File: src/twsd_pkg.sv
// shared types and constants for the two-wire segment display driver
// no dependencies; imported by twsd_seq and two_wire_segment_display_driver
package twsd_pkg;

    // pin sequencer steps
    typedef enum logic [3:0] {
        PH_IDLE     = 4'd0,
        PH_START_A  = 4'd1,
        PH_START_B  = 4'd2,
        PH_BIT_LOW  = 4'd3,
        PH_BIT_HIGH = 4'd4,
        PH_ACK_REL  = 4'd5,
        PH_ACK_CLK  = 4'd6,
        PH_STOP_A   = 4'd7,
        PH_STOP_B   = 4'd8,
        PH_STOP_C   = 4'd9
    } twsd_phase_t;

    // command codes
    localparam logic [1:0] CMD_SHOW   = 2'd1;
    localparam logic [1:0] CMD_BRIGHT = 2'd2;

    // frame codes
    localparam logic [1:0] FRAME_DATA = 2'd0;
    localparam logic [1:0] FRAME_ADDR = 2'd1;
    localparam logic [1:0] FRAME_CTRL = 2'd2;

    // controller command bytes
    localparam logic [7:0] DATA_CMD    = 8'h40;
    localparam logic [7:0] ADDR_CMD    = 8'hC0;
    localparam logic [7:0] CTRL_CMD    = 8'h80;
    localparam logic [7:0] CTRL_ON_BIT = 8'h08;

    // last byte index of the address frame (address, left, right)
    localparam logic [1:0] ADDR_LAST_BYTE = 2'd2;

    typedef struct packed {
        logic [1:0] cmd;
        logic [7:0] left_segments;
        logic [7:0] right_segments;
        logic [2:0] duty_level;
        logic       display_enable;
        logic       dio_sense;
    } twsd_item_t;

    typedef struct packed {
        logic clk_level;
        logic dio_level;
        logic busy_res;
        logic ack_valid;
        logic ack_value;
        logic rejected;
    } twsd_res_t;

endpackage

File: src/two_wire_segment_display_driver.sv
// top level of the two-wire segment display driver: input register, sequencer, result register
// depends on twsd_pkg and twsd_seq
//
//  channel | signals                         | carries
//  --------+---------------------------------+------------------------------------------
//  item    | item_valid / item_ready         | cmd, segments, duty, enable, dio_sense
//  result  | result_valid / result_ready     | clk_level, dio_level, busy_res, ack, rejected
//
// one transaction per cycle sustained while result_ready stays high; each item is one delay tick of the pin sequence
// an item is held in the input register and its result is then held in the result register
// the sequencer state only advances when an item moves from the input register into
// the result register, so stalls on the result side freeze the pin sequence
// reset empties both registers and leaves the sequencer idle
module two_wire_segment_display_driver #(
    parameter int TICKS_PER_STEP = 1
) (
    input  logic       clk,
    input  logic       rst_n,
    input  logic       item_valid,
    output logic       item_ready,
    input  logic [1:0] cmd,
    input  logic [7:0] left_segments,
    input  logic [7:0] right_segments,
    input  logic [2:0] duty_level,
    input  logic       display_enable,
    input  logic       dio_sense,
    output logic       result_valid,
    input  logic       result_ready,
    output logic       clk_level,
    output logic       dio_level,
    output logic       busy_res,
    output logic       ack_valid,
    output logic       ack_value,
    output logic       rejected
);
    import twsd_pkg::*;

    // input stage
    logic       item_valid_reg;
    twsd_item_t item_reg;

    // result stage
    logic       res_valid_reg;
    twsd_res_t  res_reg;
    twsd_res_t  res_next;

    // stage moves when the result register is free or being emptied
    logic       step_en;
    logic       out_free;

    assign out_free   = !res_valid_reg || result_ready;
    assign step_en    = item_valid_reg && out_free;
    assign item_ready = !item_valid_reg || out_free;

    always_ff @(posedge clk or negedge rst_n)
    begin
        if (!rst_n)
        begin
            item_valid_reg <= 1'b0;
        end
        else if (item_ready)
        begin
            item_valid_reg <= item_valid;
        end
    end

    // payload captured without reset
    always_ff @(posedge clk)
    begin
        if (item_ready && item_valid)
        begin
            item_reg <= '{cmd:            cmd,
                          left_segments:  left_segments,
                          right_segments: right_segments,
                          duty_level:     duty_level,
                          display_enable: display_enable,
                          dio_sense:      dio_sense};
        end
    end

    // the sequencer computes the tick's pin levels and flags
    twsd_seq #(
        .TICKS_PER_STEP (TICKS_PER_STEP)
    ) u_seq (
        .clk     (clk),
        .rst_n   (rst_n),
        .step_en (step_en),
        .item    (item_reg),
        .res     (res_next)
    );

    always_ff @(posedge clk or negedge rst_n)
    begin
        if (!rst_n)
        begin
            res_valid_reg <= 1'b0;
        end
        else if (out_free)
        begin
            res_valid_reg <= item_valid_reg;
        end
    end

    always_ff @(posedge clk)
    begin
        if (step_en)
        begin
            res_reg <= res_next;
        end
    end

    assign result_valid = res_valid_reg;
    assign clk_level    = res_reg.clk_level;
    assign dio_level    = res_reg.dio_level;
    assign busy_res     = res_reg.busy_res;
    assign ack_valid    = res_reg.ack_valid;
    assign ack_value    = res_reg.ack_value;
    assign rejected     = res_reg.rejected;

    a_no_loss: assert property (@(posedge clk) disable iff (!rst_n)
        item_valid_reg && !out_free |=> item_valid_reg)
        else $error("buffered transaction dropped under stall");

    a_res_follows: assert property (@(posedge clk) disable iff (!rst_n)
        step_en |=> res_valid_reg)
        else $error("sequencer step produced no result");

    a_hold_stall: assert property (@(posedge clk) disable iff (!rst_n)
        res_valid_reg && !result_ready |=> $stable(res_reg))
        else $error("result changed while stalled");

endmodule

File: src/twsd_seq.sv
// pin sequencer: holds the frame/byte/bit/step state and computes one result per tick
// depends on twsd_pkg
module twsd_seq #(
    parameter int TICKS_PER_STEP = 1
) (
    input  logic               clk,
    input  logic               rst_n,
    input  logic               step_en,
    input  twsd_pkg::twsd_item_t item,
    output twsd_pkg::twsd_res_t  res
);
    import twsd_pkg::*;

    localparam int TICK_W = (TICKS_PER_STEP > 1) ? $clog2(TICKS_PER_STEP) : 1;
    localparam logic [TICK_W-1:0] TICK_LAST = TICK_W'(TICKS_PER_STEP - 1);

    logic              busy_reg,  busy_next;
    logic [1:0]        frame_reg, frame_next;
    logic [1:0]        byte_reg,  byte_next;
    logic [2:0]        bit_reg,   bit_next;
    twsd_phase_t       phase_reg, phase_next;
    logic [7:0]        shift_reg, shift_next;
    logic [TICK_W-1:0] tick_reg,  tick_next;
    logic [7:0]        pend_reg  [2];
    logic [7:0]        pend_next [2];
    logic              bitv;
    logic              last;
    logic              active;

    always_comb
    begin
        busy_next    = busy_reg;
        frame_next   = frame_reg;
        byte_next    = byte_reg;
        bit_next     = bit_reg;
        phase_next   = phase_reg;
        shift_next   = shift_reg;
        tick_next    = tick_reg;
        pend_next[0] = pend_reg[0];
        pend_next[1] = pend_reg[1];
        res          = '0;
        bitv         = 1'b0;
        last         = 1'b0;
        active       = 1'b0;

        // command intake
        if (item.cmd == CMD_SHOW || item.cmd == CMD_BRIGHT)
        begin
            if (busy_reg)
            begin
                res.rejected = 1'b1;
            end
            else
            begin
                busy_next  = 1'b1;
                phase_next = PH_START_A;
                tick_next  = '0;
                byte_next  = '0;
                bit_next   = '0;
                if (item.cmd == CMD_SHOW)
                begin
                    frame_next   = FRAME_DATA;
                    shift_next   = DATA_CMD;
                    pend_next[0] = item.left_segments;
                    pend_next[1] = item.right_segments;
                end
                else
                begin
                    frame_next = FRAME_CTRL;
                    shift_next = CTRL_CMD | {5'd0, item.duty_level}
                               | (item.display_enable ? CTRL_ON_BIT : 8'd0);
                end
            end
        end

        active = busy_next && (phase_next >= PH_START_A) && (phase_next <= PH_STOP_C);

        if (active)
        begin
            bitv = shift_next[bit_next];
            unique case (phase_next)
                PH_START_A:  begin res.clk_level = 1'b1; res.dio_level = 1'b1; end
                PH_START_B:  begin res.clk_level = 1'b1; res.dio_level = 1'b0; end
                PH_BIT_LOW:  begin res.clk_level = 1'b0; res.dio_level = bitv; end
                PH_BIT_HIGH: begin res.clk_level = 1'b1; res.dio_level = bitv; end
                PH_ACK_REL:  begin res.clk_level = 1'b0; res.dio_level = 1'b1; end
                PH_ACK_CLK:  begin res.clk_level = 1'b1; res.dio_level = 1'b1; end
                PH_STOP_A:   begin res.clk_level = 1'b0; res.dio_level = 1'b0; end
                PH_STOP_B:   begin res.clk_level = 1'b1; res.dio_level = 1'b0; end
                default:     begin res.clk_level = 1'b1; res.dio_level = 1'b1; end
            endcase
            res.busy_res = 1'b1;
            last = (tick_next >= TICK_LAST);
            if (phase_next == PH_ACK_CLK && last)
            begin
                res.ack_valid = 1'b1;
                res.ack_value = item.dio_sense;
            end
            if (last)
            begin
                tick_next = '0;
                unique case (phase_next)
                    PH_START_A:  phase_next = PH_START_B;
                    PH_START_B:  phase_next = PH_BIT_LOW;
                    PH_BIT_LOW:  phase_next = PH_BIT_HIGH;
                    PH_BIT_HIGH:
                    begin
                        if (bit_next == 3'd7)
                        begin
                            phase_next = PH_ACK_REL;
                        end
                        else
                        begin
                            bit_next   = bit_next + 3'd1;
                            phase_next = PH_BIT_LOW;
                        end
                    end
                    PH_ACK_REL:  phase_next = PH_ACK_CLK;
                    PH_ACK_CLK:
                    begin
                        if (frame_next == FRAME_ADDR && byte_next < ADDR_LAST_BYTE)
                        begin
                            // next byte comes from the held segment patterns
                            shift_next = pend_next[byte_next[0]];
                            byte_next  = byte_next + 2'd1;
                            bit_next   = '0;
                            phase_next = PH_BIT_LOW;
                        end
                        else
                        begin
                            phase_next = PH_STOP_A;
                        end
                    end
                    PH_STOP_A:   phase_next = PH_STOP_B;
                    PH_STOP_B:   phase_next = PH_STOP_C;
                    PH_STOP_C:
                    begin
                        if (frame_next == FRAME_DATA)
                        begin
                            frame_next = FRAME_ADDR;
                            byte_next  = '0;
                            bit_next   = '0;
                            shift_next = ADDR_CMD;
                            phase_next = PH_START_A;
                        end
                        else
                        begin
                            busy_next  = 1'b0;
                            phase_next = PH_IDLE;
                        end
                    end
                    default:
                    begin
                        busy_next  = 1'b0;
                        phase_next = PH_IDLE;
                    end
                endcase
            end
            else
            begin
                tick_next = tick_next + 1'b1;
            end
        end
        else
        begin
            // idle: lines released high
            busy_next     = 1'b0;
            phase_next    = PH_IDLE;
            tick_next     = '0;
            res.clk_level = 1'b1;
            res.dio_level = 1'b1;
        end
    end

    always_ff @(posedge clk or negedge rst_n)
    begin
        if (!rst_n)
        begin
            busy_reg  <= 1'b0;
            frame_reg <= FRAME_DATA;
            byte_reg  <= '0;
            bit_reg   <= '0;
            phase_reg <= PH_IDLE;
            shift_reg <= '0;
            tick_reg  <= '0;
        end
        else if (step_en)
        begin
            busy_reg  <= busy_next;
            frame_reg <= frame_next;
            byte_reg  <= byte_next;
            bit_reg   <= bit_next;
            phase_reg <= phase_next;
            shift_reg <= shift_next;
            tick_reg  <= tick_next;
        end
    end

    // segment bytes held for the address frame
    always_ff @(posedge clk)
    begin
        if (step_en)
        begin
            pend_reg[0] <= pend_next[0];
            pend_reg[1] <= pend_next[1];
        end
    end

    a_ack_in_seq: assert property (@(posedge clk) disable iff (!rst_n)
        step_en && res.ack_valid |-> res.busy_res)
        else $error("ack reported outside a sequence");

    a_reject_busy: assert property (@(posedge clk) disable iff (!rst_n)
        step_en && res.rejected |-> busy_reg)
        else $error("command rejected while idle");

    a_idle_phase: assert property (@(posedge clk) disable iff (!rst_n)
        !busy_reg |-> phase_reg == PH_IDLE)
        else $error("sequencer not idle while not busy");

    a_after_ack: assert property (@(posedge clk) disable iff (!rst_n)
        step_en && res.ack_valid |=> (phase_reg == PH_BIT_LOW || phase_reg == PH_STOP_A))
        else $error("bad step after ack clock");

endmodule
File: config.mk
export PLATFORM = sky130hd
export DESIGN_NAME = two_wire_segment_display_driver
export DESIGN_NICKNAME = d
export VERILOG_FILES = /design/src/twsd_pkg.sv /design/src/two_wire_segment_display_driver.sv /design/src/twsd_seq.sv
export SDC_FILE = /design/constraint.sdc
export NUM_CORES = 1
export LEC_CHECK = 0
export BUFFER_PORTS_ARGS = -buffer_cell sky130_fd_sc_hd__buf_2
export CAP_MARGIN = 20
export CORE_AREA = 2 2 83 85
export CTS_CLUSTER_SIZE = 30
export DETAILED_ROUTE_END_ITERATION = 7
export DIE_AREA = 0 0 85 87
export GPL_TIMING_DRIVEN = 0
export PLACE_DENSITY = 0.74
export SLEW_MARGIN = 20
export SYNTH_ARGS = -nofsm -noshare
export SYNTH_HDL_FRONTEND = slang
export SYNTH_HIERARCHICAL = 1
export SYNTH_SLANG_ARGS = --single-unit
File: constraint.sdc
create_clock -name clk -period 2.4 [get_ports clk]
set_input_delay 0.36 -clock clk [delete_from_list [all_inputs] [get_ports clk]]
set_output_delay 0.36 -clock clk [all_outputs]
set_load 0.01 [all_outputs]
Yosys cells after proc, flatten, opt, wreduce, memory -nomap -nowiden. Memory sizes are Yosys's and may differ from the RTL's. Cells that the tools add are included.

Equal/unequal tests: 13. Reductions and logical operators: 15. Multiply operators: 0. Add/subtract/negate cells: 3. Magnitude comparators: 6. Shifts and indexed selects: 0. Bitwise gates (word level): 2. Muxes and demuxes: 62. Divide/modulo/power cells: 0.

Operators with widths (number): $mux 8 (10); $mux 16 (3); $pmux 4 s9 (1); $mux 3 (10); $mux 2 (14); $mux 4 (5); $eq 4x3->1 const B (4); $pmux 8 s2 (1); $mux 1 (13); $pmux 2 s5 (1); $pmux 3 s3 (1); $eq 4x2->1 const B (2); $eq 4x4->1 const B (2); $or 8x8->8 (1); $reduce_or 8->1 (1); $logic_and 1x1->1 (6); $eq 2x1->1 const B (2); $eq 4x1->1 const B (1); $ge 4x1->1 const B (1); $le 4x4->1 const B (1); $lt 3x4->1 const B (1); $pmux 2 s2 (1); $add 3x1->3 const B (1); $bmux 1 s3 (1); 14 further kinds (17).

Memories: 1. Register bits after elaboration: 52. Memory bits (read-only): 0. Bits in latches: 0. Memory bits (writable): 16. Output and inout bits: 8.

Memories: u_seq.pend_reg (words 2, bits a word 8, rd ports 2, clocked after Yosys merged registers in 0, wr ports 2, RTL line twsd_seq.sv:24) `logic [7:0] pend_reg [2];`.

Longest topological paths before layout. Gate-level depths: netlist of the first run.

Word-level depth: 11. Depth in mapped cells: 10.

Cells and area by module. The synthesis of the first run kept the hierarchy.

By module, submodules not included: twsd_seq (sequential area each 980.9 um^2, area an instance 2371.0 um^2, cells an instance 231, times used 1); two_wire_segment_display_driver (sequential area each 920.9 um^2, area an instance 974.7 um^2, cells an instance 37, times used 1).

Least setup slack after synthesis of the first run. No wires, ideal clock.

Path type: reg2reg. Start: reg res_valid_reg (netlist: result_valid). End: reg u_seq.shift_reg[4]. Arrival time: 2254 ps. Buffers on the path: 1. Cell stages (with the launch flop): 8. Clock period less this slack: 2354 ps. Setup time: 101 ps. Data required time: 2299 ps. Setup slack: 46 ps. Path through: dfrtp_1 nand2b_1 and2_1 buf_2 nand2_1 nor3_4 nand3_4 o32ai_1.

Word-level cells in the longest chain between the ends: 3.

RTL lines: start: declaration (RTL line two_wire_segment_display_driver.sv:43) `logic res_valid_reg;`; start signal: assignment (RTL line two_wire_segment_display_driver.sv:100) `res_valid_reg <= item_valid_reg;`; $logic_not 1->1 (RTL line two_wire_segment_display_driver.sv:51) `assign out_free = !res_valid_reg || result_ready;`; $logic_or 1x1->1 (RTL line two_wire_segment_display_driver.sv:51); $logic_and 1x1->1 (RTL line two_wire_segment_display_driver.sv:52) `assign step_en = item_valid_reg && out_free;`; net step_en (RTL line two_wire_segment_display_driver.sv:48) `logic step_en;`; end signal: assignment (RTL line twsd_seq.sv:194) `shift_reg <= shift_next;`; end: declaration (RTL line twsd_seq.sv:22) `logic [7:0] shift_reg, shift_next;`.

The timed path passes the listed nets, and every way through them passes these cells. A chain may end at the register's enable or synchronous reset.

Worst setup path after layout of the first run.
Start: reg res_valid_reg (netlist: result_valid). End: reg u_seq.shift_reg[5].

Same word-level chain as after synthesis.

==> reports/qor.yml, run 1 <==
floorplan:
  die_area_um2: 7395
  ios: 35
  rows: 30
  die_y_um: 87
  die_w_um: 85
  core_um2: 6569
  start_util_pct: 50.93
drt:
  postRouteAntennaNets: 0
  drtIter0Drc: 155
  post-route-drc-count: 0
  vias: 2394
  avgRoutedWirePerCell_um: 17.37
  wirelength_um: 7016
  firstDrtPassIters: 5
  vias_per_cell: 5.926
status:
  status: "finished clean"
power:
  powerDensity_nw_per_um2: 845.7
  ir_worst_vdd_v: 0.0005397
  p_leak_nw: 1.494
global_routing:
  track_usage_pct: 19.32
  grt_first_pass_wirelength_um: 10930
  grt_antenna_before_repair: 0
  grt_max_degree: 24
  grt-ovfl-total: 0
  grt_pass1_vias: 2207
timing:
  period_share_pct: 95.71
  min_period_ns: 2.297
  holdWs_ns: 0.1787
  fmax_mhz: 435.3
  finalSetupViolations: 0
  clock_skew_ns: 0.01083
  drv_slew: 0
  tightest_slew_ns: 0.5640
  hold_viol_final: 0
  worst_slew_margin_rel_pct: 62.00
  rsz0062_at_grt: "no"
layout:
  insertedDiodeCount: 0
  finish.net_count: 349
  layout_common_cells: "edfxtp_1 (45), buf_2 (41), dfrtp_1 (22)"
  drive_above_1_share_pct: 30.56
  synthToLayoutAreaGrowth_pct: 15.89
  final_common_cell: "edfxtp_1"
  largest_reg_flops: 23
  fin_area_um2: 3877
  post-route-util_pct: 59.03
place:
  dp_hpwl_um: 4614
  placedInstanceArea_um2: 3616
  gp_congestion: 0.8595
  place.port_buffers: 34
hold_path:
  hp-class: "in2reg"
synth:
  synth_xor_area_share_pct: 0.2618
  synth_top_family_by_area: "compound AO/OA/AOI/OAI gates"
  yosysSeqAreaShare_pct: 56.84
  synthCells: 268
  async_flop_share_pct: 32.84
  ys_warn_count: 6
  ys_ff_latch: 67
  syn_area_um2: 3346
  synthMuxAreaShare_pct: 5.610
  synth_compound_gate_area_share_pct: 16.98
  synth-edff-count: 45
  synth_area_per_cell_um2: 12.48
  ys.flop_type: "edfxtp_1"
  ys_types: 63
  synth-adder-area-share_pct: 1.122
  synth-simple-area-share_pct: 14.66
  syn_nets: 298
setup_path:
  worstSetupPathType: "reg2reg"
  path_max_fanout: 12
  worst_ep_arrival_time_ns: 2.55
  startpoint_type: "flop"
  worstPathRequired_ns: 2.65
  end_kind: "flop"
clock_tree:
  clk_latency_ns: 0.35
  cts-root-buf: "clkbuf_8"
  cts_buffer_depth: 2
  cts_tree: "yes"
  clock-sinks: 67
  cts_htree_levels: 3
  clkTransAtPathRegs_ns: 0.08
  cts_buffers: 9
job:
  maxCapViolations: 0
## worst max-delay path, stage by stage (launching register included)
cell and delay [ns]:
dfrtp_1 0.42, nand2b_1 0.18, and2_4 0.30, buf_2 0.22
nand2_1 0.22, nor3_4 0.36, nand3_4 0.18, o32ai_1 0.30
## metrics by stage
stage	setup TNS, ns	setup slack (ns)	std cells	power [mW]
2_1_floorplan	0	0.04564	268	2.110
5_1_grt	0	0.01464	404	3.432
3_3_place_gp	-6.022	-0.5225	382	2.315
4_1_cts	0	0.04563	398	3.256
3_5_place_dp	-6.768	-0.5550	382	2.332
6_report	0	0.1030	404	3.279
## cells by family (layout without fill, tap and decap cells)
family          count (synthesis)  count (layout)
compound gates                 79              79
mux                            16              16
xor+xnor                        1               1
simple gates                   73              74
buf+inv                        29              84
flops                          67              67
fa+ha+maj                       3               3
## cells in the mapped netlist (3+ instances only)
cell type | number | area, um2
o22ai_1 | 5 | 31.28
ha_1 | 3 | 37.54
nor3_1 | 5 | 25.02
a21oi_1 | 5 | 25.02
o21ai_0 | 16 | 80.08
clkbuf_1 | 5 | 18.77
nor2_1 | 10 | 37.54
nand2b_1 | 7 | 43.79
o21a_1 | 3 | 22.52
inv_1 | 11 | 41.29
o211ai_1 | 10 | 75.07
a221oi_1 | 4 | 35.03
a21o_1 | 5 | 37.54
and2_1 | 3 | 18.77
buf_4 | 3 | 22.52
a31oi_1 | 4 | 25.02
buf_6 | 3 | 33.78
nand3b_1 | 3 | 22.52
buf_2 | 7 | 35.03
edfxtp_1 | 45 | 1351
mux2i_1 | 3 | 30.03
dfrtp_1 | 22 | 550.5
o31ai_1 | 6 | 45.04
nand2_1 | 19 | 71.32
and3_1 | 5 | 31.28
mux2_2 | 12 | 135.1
## area by class of cell
type,count,area [um2]
plain buffers,17,106.4
clock buffers,9,123.9
clock inverters,7,68.82
fillers,546,2691
inverters,11,41.29
multi-input cells,173,1318
flip-flops and latches,67,1902
well taps,80,100.1
repair buffers,40,217.7
## metal layers
metal / GRT usage, % / vias up / routed length, um
met1: 24.20 / 1149 / 3091
met5: 0 / - / 0
met4: 7.792 / 0 / 134
met2: 32.60 / 92 / 3361
met3: 4.360 / 15 / 429
li1: - / 1138 / -
## final timing paths
kind | start | endpoint | slack, ns | cells after the start
min in group asynchronous | rst_n | u_seq/phase_reg[3]$_DFFE_PN0P_ | 0.51 | 2
max reg2reg | result_valid$_DFFE_PN0P_ | u_seq/shift_reg[5]$_DFFE_PN0P_ | 0.10 | 7
max in group asynchronous | rst_n | u_seq/shift_reg[1]$_DFFE_PN0P_ | 1.54 | 2
max | result_valid$_DFFE_PN0P_ | u_seq/shift_reg[5]$_DFFE_PN0P_ | 0.10 | 7
min reg2reg | item_reg[2]$_DFFE_PP_ | u_seq/shift_reg[0]$_DFFE_PN0P_ | 0.48 | 2
min | left_segments[4] | item_reg[17]$_DFFE_PP_ | 0.18 | 1
## power by group
part	internal [mW]	total (mW)	switching [mW]
registers	1.41	1.53	0.123
logic	0.356	0.827	0.471
clock network	0.473	0.920	0.447
total	2.24	3.28	1.04
## timing repair
item / in CTS / in global routing
cloned: 0 / 1
gates resized for setup: 3 / 3
endpoints found under the hold margin: 22 / 0
hold buffers: 1 / 0
pin swaps: 0 / 3
buffers inserted: 0 / 5
setup endpoints to repair: 20 / 5
Note: power is estimated with default switching activity, not from simulation.
==> run 2: changes to the inputs <==
Settings changed: CORE_AREA 2 2 83 85 to 2 2 81 83, CTS_BUF_LIST set to sky130_fd_sc_hd__clkbuf_2 sky130_fd_sc_hd__clkbuf_4 sky130_fd_sc_hd__clkbuf_8, DIE_AREA 0 0 85 87 to 0 0 83 85, PLACE_DENSITY 0.74 to 0.77.
==> run 2 against run 1 <==
Register-to-register slack barely moved; sequential cell count did not move; count of clock-buffer cells in the layout did not move; critical path type unchanged; sequential power barely moved.
==> reports/qor.yml, run 2 (synthesis gave the netlist of run 1 again) <==
setup_path:
  worst_ep_arrival_time_ns: 2.52
  end_kind: "flop"
  reg2reg_to: "u_seq/bit_reg[1]$_DFFE_PN0P_"
  path_max_fanout: 9
  reg2reg_from: "item_reg[21]$_DFFE_PP_"
  worstPathRequired_ns: 2.63
  startpoint_type: "flop"
  worstSetupPathType: "reg2reg"
  regToRegSetupSlack_ns: 0.11
  worst_r2r_path_depth: 8
power:
  intPower_mw: 2.235
  ir_worst_vdd_v: 0.0004413
  p_leak_nw: 1.494
  powerDensity_nw_per_um2: 848.9
  p_seq_share_pct: 46.9
  combPwrFrac_pct: 25.0
  switchingPower_mw: 1.053
  p_sw_share_pct: 32.03
  p_clk_share_pct: 28.1
timing:
  min_period_ns: 2.285
  fin_tns_setup_ns: 0
  fmax_mhz: 437.6
  rsz0062_at_grt: "no"
  clock_skew_ns: 0.009132
  hold_viol_final: 0
  drv_slew: 0
  fin_ws_ns: 0.1148
  period_share_pct: 95.22
  tightest_slew_ns: 0.5577
  worst_slew_margin_rel_pct: 62.42
  finalSetupViolations: 0
hold_path:
  min_path_cells: 1
  hold_path_startpoint: "display_enable"
  min_to: "item_reg[1]$_DFFE_PP_"
  hp-class: "in2reg"
floorplan:
  die_y_um: 85
  ios: 35
  die_w_um: 83
  core_um2: 6205
  rows: 29
  die_area_um2: 7055
  start_util_pct: 53.92
drt:
  wirelength_um: 7159
  vias: 2371
  vias_per_cell: 5.942
  drtIter0Drc: 181
  post-route-drc-count: 0
  avgRoutedWirePerCell_um: 17.94
  firstDrtPassIters: 5
  postRouteAntennaNets: 0
clock_tree:
  cts-root-buf: "clkbuf_8"
  cts_buffers: 9
  clk_latency_ns: 0.36
  cts_htree_levels: 3
  cts_tree: "yes"
  cts_buffer_depth: 2
  clkTransAtPathRegs_ns: 0.08
  clock-sinks: 67
layout:
  n_fill_cell: 491
  layout_common_cells: "edfxtp_1 (45), buf_2 (41), dfrtp_1 (22)"
  drive_above_1_share_pct: 31.37
  post-route-util_pct: 62.41
  final_cells: 399
  final_common_cell: "edfxtp_1"
  multi_input_area_um2: 1331
  synthToLayoutAreaGrowth_pct: 15.74
  finish.net_count: 347
  insertedDiodeCount: 0
  regArea_um2: 1902
  largest_reg_flops: 23
global_routing:
  grt-ovfl-total: 0
  grt_max_degree: 24
  grt_pass1_vias: 2348
  grt_antenna_before_repair: 0
  grt_use_met1_pct: 25.92
  grt.busiest_layer: "met2"
  grt_first_pass_wirelength_um: 11590
  grt_util_met3_pct: 5.739
  track_usage_pct: 21.37
  gr-usage-met2_pct: 35.34
place:
  dp.cells: 379
  place.port_buffers: 34
  gp_congestion: 0.8680
  dp_hpwl_um: 4659
  pre_cts_slack_ns: -0.5786
job:
  maxCapViolations: 0
status:
  status: "finished clean"
==> run 2: cell types whose count changed in the layout (fill, tap and decap cells not counted) <==
cell        previous run  this run
a221oi_2               1         0
nand2_1               19        18
buf_4                  8         6
o21ai_0               15        16
inv_2                  0         1
a221oi_4               0         1
clkinvlp_4             3         2
clkinv_2               0         3
clkinv_1               2         0
inv_1                 11        10
nand2_2                0         1
o21ai_1                3         2
==> run 2: worst max-delay path by stage <==
stage	from	to	slack, ns	depth (start not counted)
3_3_place_gp	result_ready	u_seq/shift_reg[5]$_DFFE_PN0P_	-0.52	8
5_1_grt	item_reg[21]$_DFFE_PP_	u_seq/bit_reg[1]$_DFFE_PN0P_	0.0001	8
2_1_floorplan	result_valid$_DFFE_PN0P_	u_seq/shift_reg[4]$_DFFE_PN0P_	0.05	7
3_5_place_dp	result_ready	u_seq/shift_reg[4]$_DFFE_PN0P_	-0.58	8
6_report	item_reg[21]$_DFFE_PP_	u_seq/bit_reg[1]$_DFFE_PN0P_	0.11	8
4_1_cts	item_reg[21]$_DFFE_PP_	u_seq/bit_reg[1]$_DFFE_PN0P_	0.00007	8
==> run 2: repair_timing <==
action / CTS / global route
cloned: 0 / 1
hold buffers: 1 / 0
resized for setup: 3 / 5
setup endpoints to repair: 19 / 5
setup buffers: 0 / 3
endpoints found under the hold margin: 22 / 0
pin swaps: 0 / 4
==> run 2: final cells by class <==
cell class,count,area share [%]
clock inverters,7,1.777
flip-flops and latches,67,49.11
inverters,11,1.066
repair buffers,38,5.234
well taps,77,2.488
multi-input cells,173,34.38
clock buffers,9,3.199
plain buffers,17,2.746
==> run 2: power groups by stage <==
stage / clock network (mW) / registers [mW] / logic, mW
after floorplan: 0 / 1.52 / 0.589
after global placement: 0 / 1.55 / 0.767
after detailed placement: 0 / 1.56 / 0.780
after CTS: 0.944 / 1.53 / 0.790
after global routing: 0.986 / 1.56 / 0.904
final: 0.923 / 1.54 / 0.821
==> run 2: through the flow <==
step	area [um2]	hold slack (ns)	power (mW)
after floorplan	3346	0.06441	2.110
after global placement	3612	0.3658	2.314
after detailed placement	3612	0.3641	2.338
after CTS	3816	0.1575	3.269
after global routing	3872	0.1553	3.448
final	3872	0.1690	3.288
==> run 2: worst max-delay path: stages, from the launching register on <==
cell and delay (ns):
edfxtp_1 0.43, ha_4 0.27, or2_4 0.29, and2_1 0.17
ha_1 0.22, o211ai_1 0.18, nand2_1 0.16, a221oi_4 0.31
o21ai_0 0.13
==> run 2: metal layers <==
metal | share of wire (%) | routed length, um
met1 | 43 | 3086
met3 | 6.0 | 429
met5 | 0 | 0
met2 | 48 | 3455
met4 | 2.6 | 188
==> run 3: changes to the inputs <==
Settings changed: SETUP_SLACK_MARGIN set to 0.3.
==> run 3 against run 2 <==
Sequential cell count stayed put; combinational power is 6.0% higher; maximum frequency rose by 5.9%; largest power group unchanged.
==> reports/qor.yml, run 3 (synthesis gave the netlist of run 1 again) <==
hold_path:
  min_path_cells: 1
  hp-class: "in2reg"
drt:
  postRouteAntennaNets: 0
  firstDrtPassIters: 5
  avgRoutedWirePerCell_um: 17.40
  post-route-drc-count: 0
  vias_per_cell: 5.956
  drtIter0Drc: 204
  wirelength_um: 7150
  vias: 2448
setup_path:
  critPathMaxStageDelay_ns: 0.38
  end_kind: "flop"
  worst_r2r_path_depth: 10
  worstSetupPathType: "reg2reg"
  startpoint_type: "flop"
  path_max_fanout: 4
  worstPathRequired_ns: 2.63
  crit_chain: "inv_2 > ha_4 > or2_4 > buf_8 > and2_4 > ha_4 > o211ai_1 > nand2_1 > a221oi_2 > a21oi_2"
  critPathSlowestCell: "edfxtp_1"
  worst_ep_arrival_time_ns: 2.39
  crit_path_frequent_cell: "ha_4"
clock_tree:
  clk_latency_ns: 0.34
  cts_buffer_depth: 2
  cts_buffers: 9
  cts-root-buf: "clkbuf_8"
  cts_htree_levels: 3
  clock-sinks: 67
  cts_tree: "yes"
  clkTransAtPathRegs_ns: 0.07
timing:
  drv_slew: 0
  hold_viol_final: 0
  fmax_mhz: 463.4
  fin_tns_setup_ns: 0
  tightest_slew_ns: 0.5628
  period_share_pct: 89.91
  worst_slew_margin_rel_pct: 62.48
  clock_skew_ns: 0.01027
  finalSetupViolations: 0
  min_period_ns: 2.158
  rsz0062_at_grt: "yes"
floorplan:
  core_um2: 6205
  die_w_um: 83
  die_y_um: 85
  ios: 35
  rows: 29
  die_area_um2: 7055
  start_util_pct: 53.92
global_routing:
  grt_first_pass_wirelength_um: 11560
  grt_pass1_vias: 2359
  grt-ovfl-total: 0
  grt_max_degree: 24
  grt_antenna_before_repair: 0
  track_usage_pct: 21.27
power:
  intPower_mw: 2.508
  p_sw_share_pct: 29.09
  switchingPower_mw: 1.029
  p_leak_nw: 1.589
  ir_worst_vdd_v: 0.0005919
  p_total_mw: 3.536
  combPwrFrac_pct: 24.6
  p_seq_share_pct: 43.5
  powerDensity_nw_per_um2: 873.4
  p_clk_share_pct: 31.9
layout:
  finish.net_count: 359
  drive_above_1_share_pct: 35.33
  synthToLayoutAreaGrowth_pct: 21.02
  n_fill_cell: 468
  final_cells: 411
  largest_reg_flops: 23
  final_common_cell: "edfxtp_1"
  fin_area_um2: 4049
  insertedDiodeCount: 0
  layout_common_cells: "edfxtp_1 (45), buf_2 (40), dfrtp_1 (22)"
status:
  status: "finished clean"
place:
  place.port_buffers: 34
  dp.cells: 379
  placedInstanceArea_um2: 3641
  gp_congestion: 0.8146
  dp_hpwl_um: 4543
job:
  maxCapViolations: 0
==> run 3: changes by cell type in the layout (fill, tap and decap cells not counted), moves of 2 or more <==
cell | previous run | this run
and2_4 | 2 | 4
o21ai_0 | 16 | 14
buf_4 | 6 | 17
clkbuf_4 | 0 | 3
bufinv_16 | 1 | 3
clkinv_2 | 3 | 0
and2_1 | 2 | 0
==> run 3: worst max-delay path, delay by kind of cell, from the launching register on <==
family	cells	cell delay, ns
fa+ha+maj	2	0.36
simple gates	3	0.52
buf+inv	2	0.21
compound gates	3	0.57
flops	1	0.38
==> run 3: worst paths after layout <==
kind                                        startpoint                             end  slack (ns)
worst max-delay path            item_reg[22]$_DFFE_PP_    u_seq/bit_reg[0]$_DFFE_PN0P_        0.24
worst min-delay path                     duty_level[0]           item_reg[2]$_DFFE_PP_        0.19
worst max register to register  item_reg[22]$_DFFE_PP_    u_seq/bit_reg[0]$_DFFE_PN0P_        0.24
worst min register to register   item_reg[2]$_DFFE_PP_  u_seq/shift_reg[0]$_DFFE_PN0P_        0.49
max in group asynchronous                        rst_n   u_seq/byte_reg[0]$_DFFE_PN0P_        1.52
min in group asynchronous                        rst_n  u_seq/phase_reg[1]$_DFFE_PN0P_        0.52
==> run 3: area by class of cell <==
type | instances | area (um2) | area share (%)
Clock buffer | 11 | 138.9 | 3.430
Sequential cell | 67 | 1902 | 46.97
Inverter | 11 | 41.29 | 1.020
Multi-Input combinational cell | 173 | 1360 | 33.59
Clock inverter | 5 | 101.3 | 2.503
Tap cell | 77 | 96.34 | 2.379
Timing Repair Buffer | 49 | 285.3 | 7.046
Buffer | 18 | 123.9 | 3.059
==> run 3: power groups by stage <==
stage          Sequential (mW)  Clock (mW)  Combinational (mW)
6_report                  1.54        1.13               0.870
3_5_place_dp              1.56           0               0.792
3_3_place_gp              1.55           0               0.782
2_1_floorplan             1.52           0               0.606
4_1_cts                   1.53        1.15               0.826
5_1_grt                   1.55        1.20               0.951
==> run 3: what timing repair did <==
action,CTS,global route
buffers inserted,6,8
cloned,1,0
resized for setup,7,5
pin swaps,10,9
setup endpoints to repair,18,15
hold buffers,1,0
hold endpoints to repair,21,0
==> run 3: metal layers <==
metal	vias to the layer above	global-route usage [%]	wire length [um]	part of all wire [%]
li1	1163	-	-	-
met1	1172	26.39	3028	42
met2	92	34.46	3364	47
met3	21	4.669	475	6.6
met4	0	12.67	280	3.9
met5	-	0	0	0
==> run 3: through the flow <==
step           worst slack, ns  util (%)  hold slack [ns]
2_1_floorplan           0.3070         -          0.06441
3_3_place_gp           -0.1215     58.68           0.3554
3_5_place_dp           -0.1152     58.68           0.3686
6_report                0.2422     65.26           0.1899
5_1_grt                 0.1299     65.26           0.1718
4_1_cts                 0.2166     63.92           0.1754
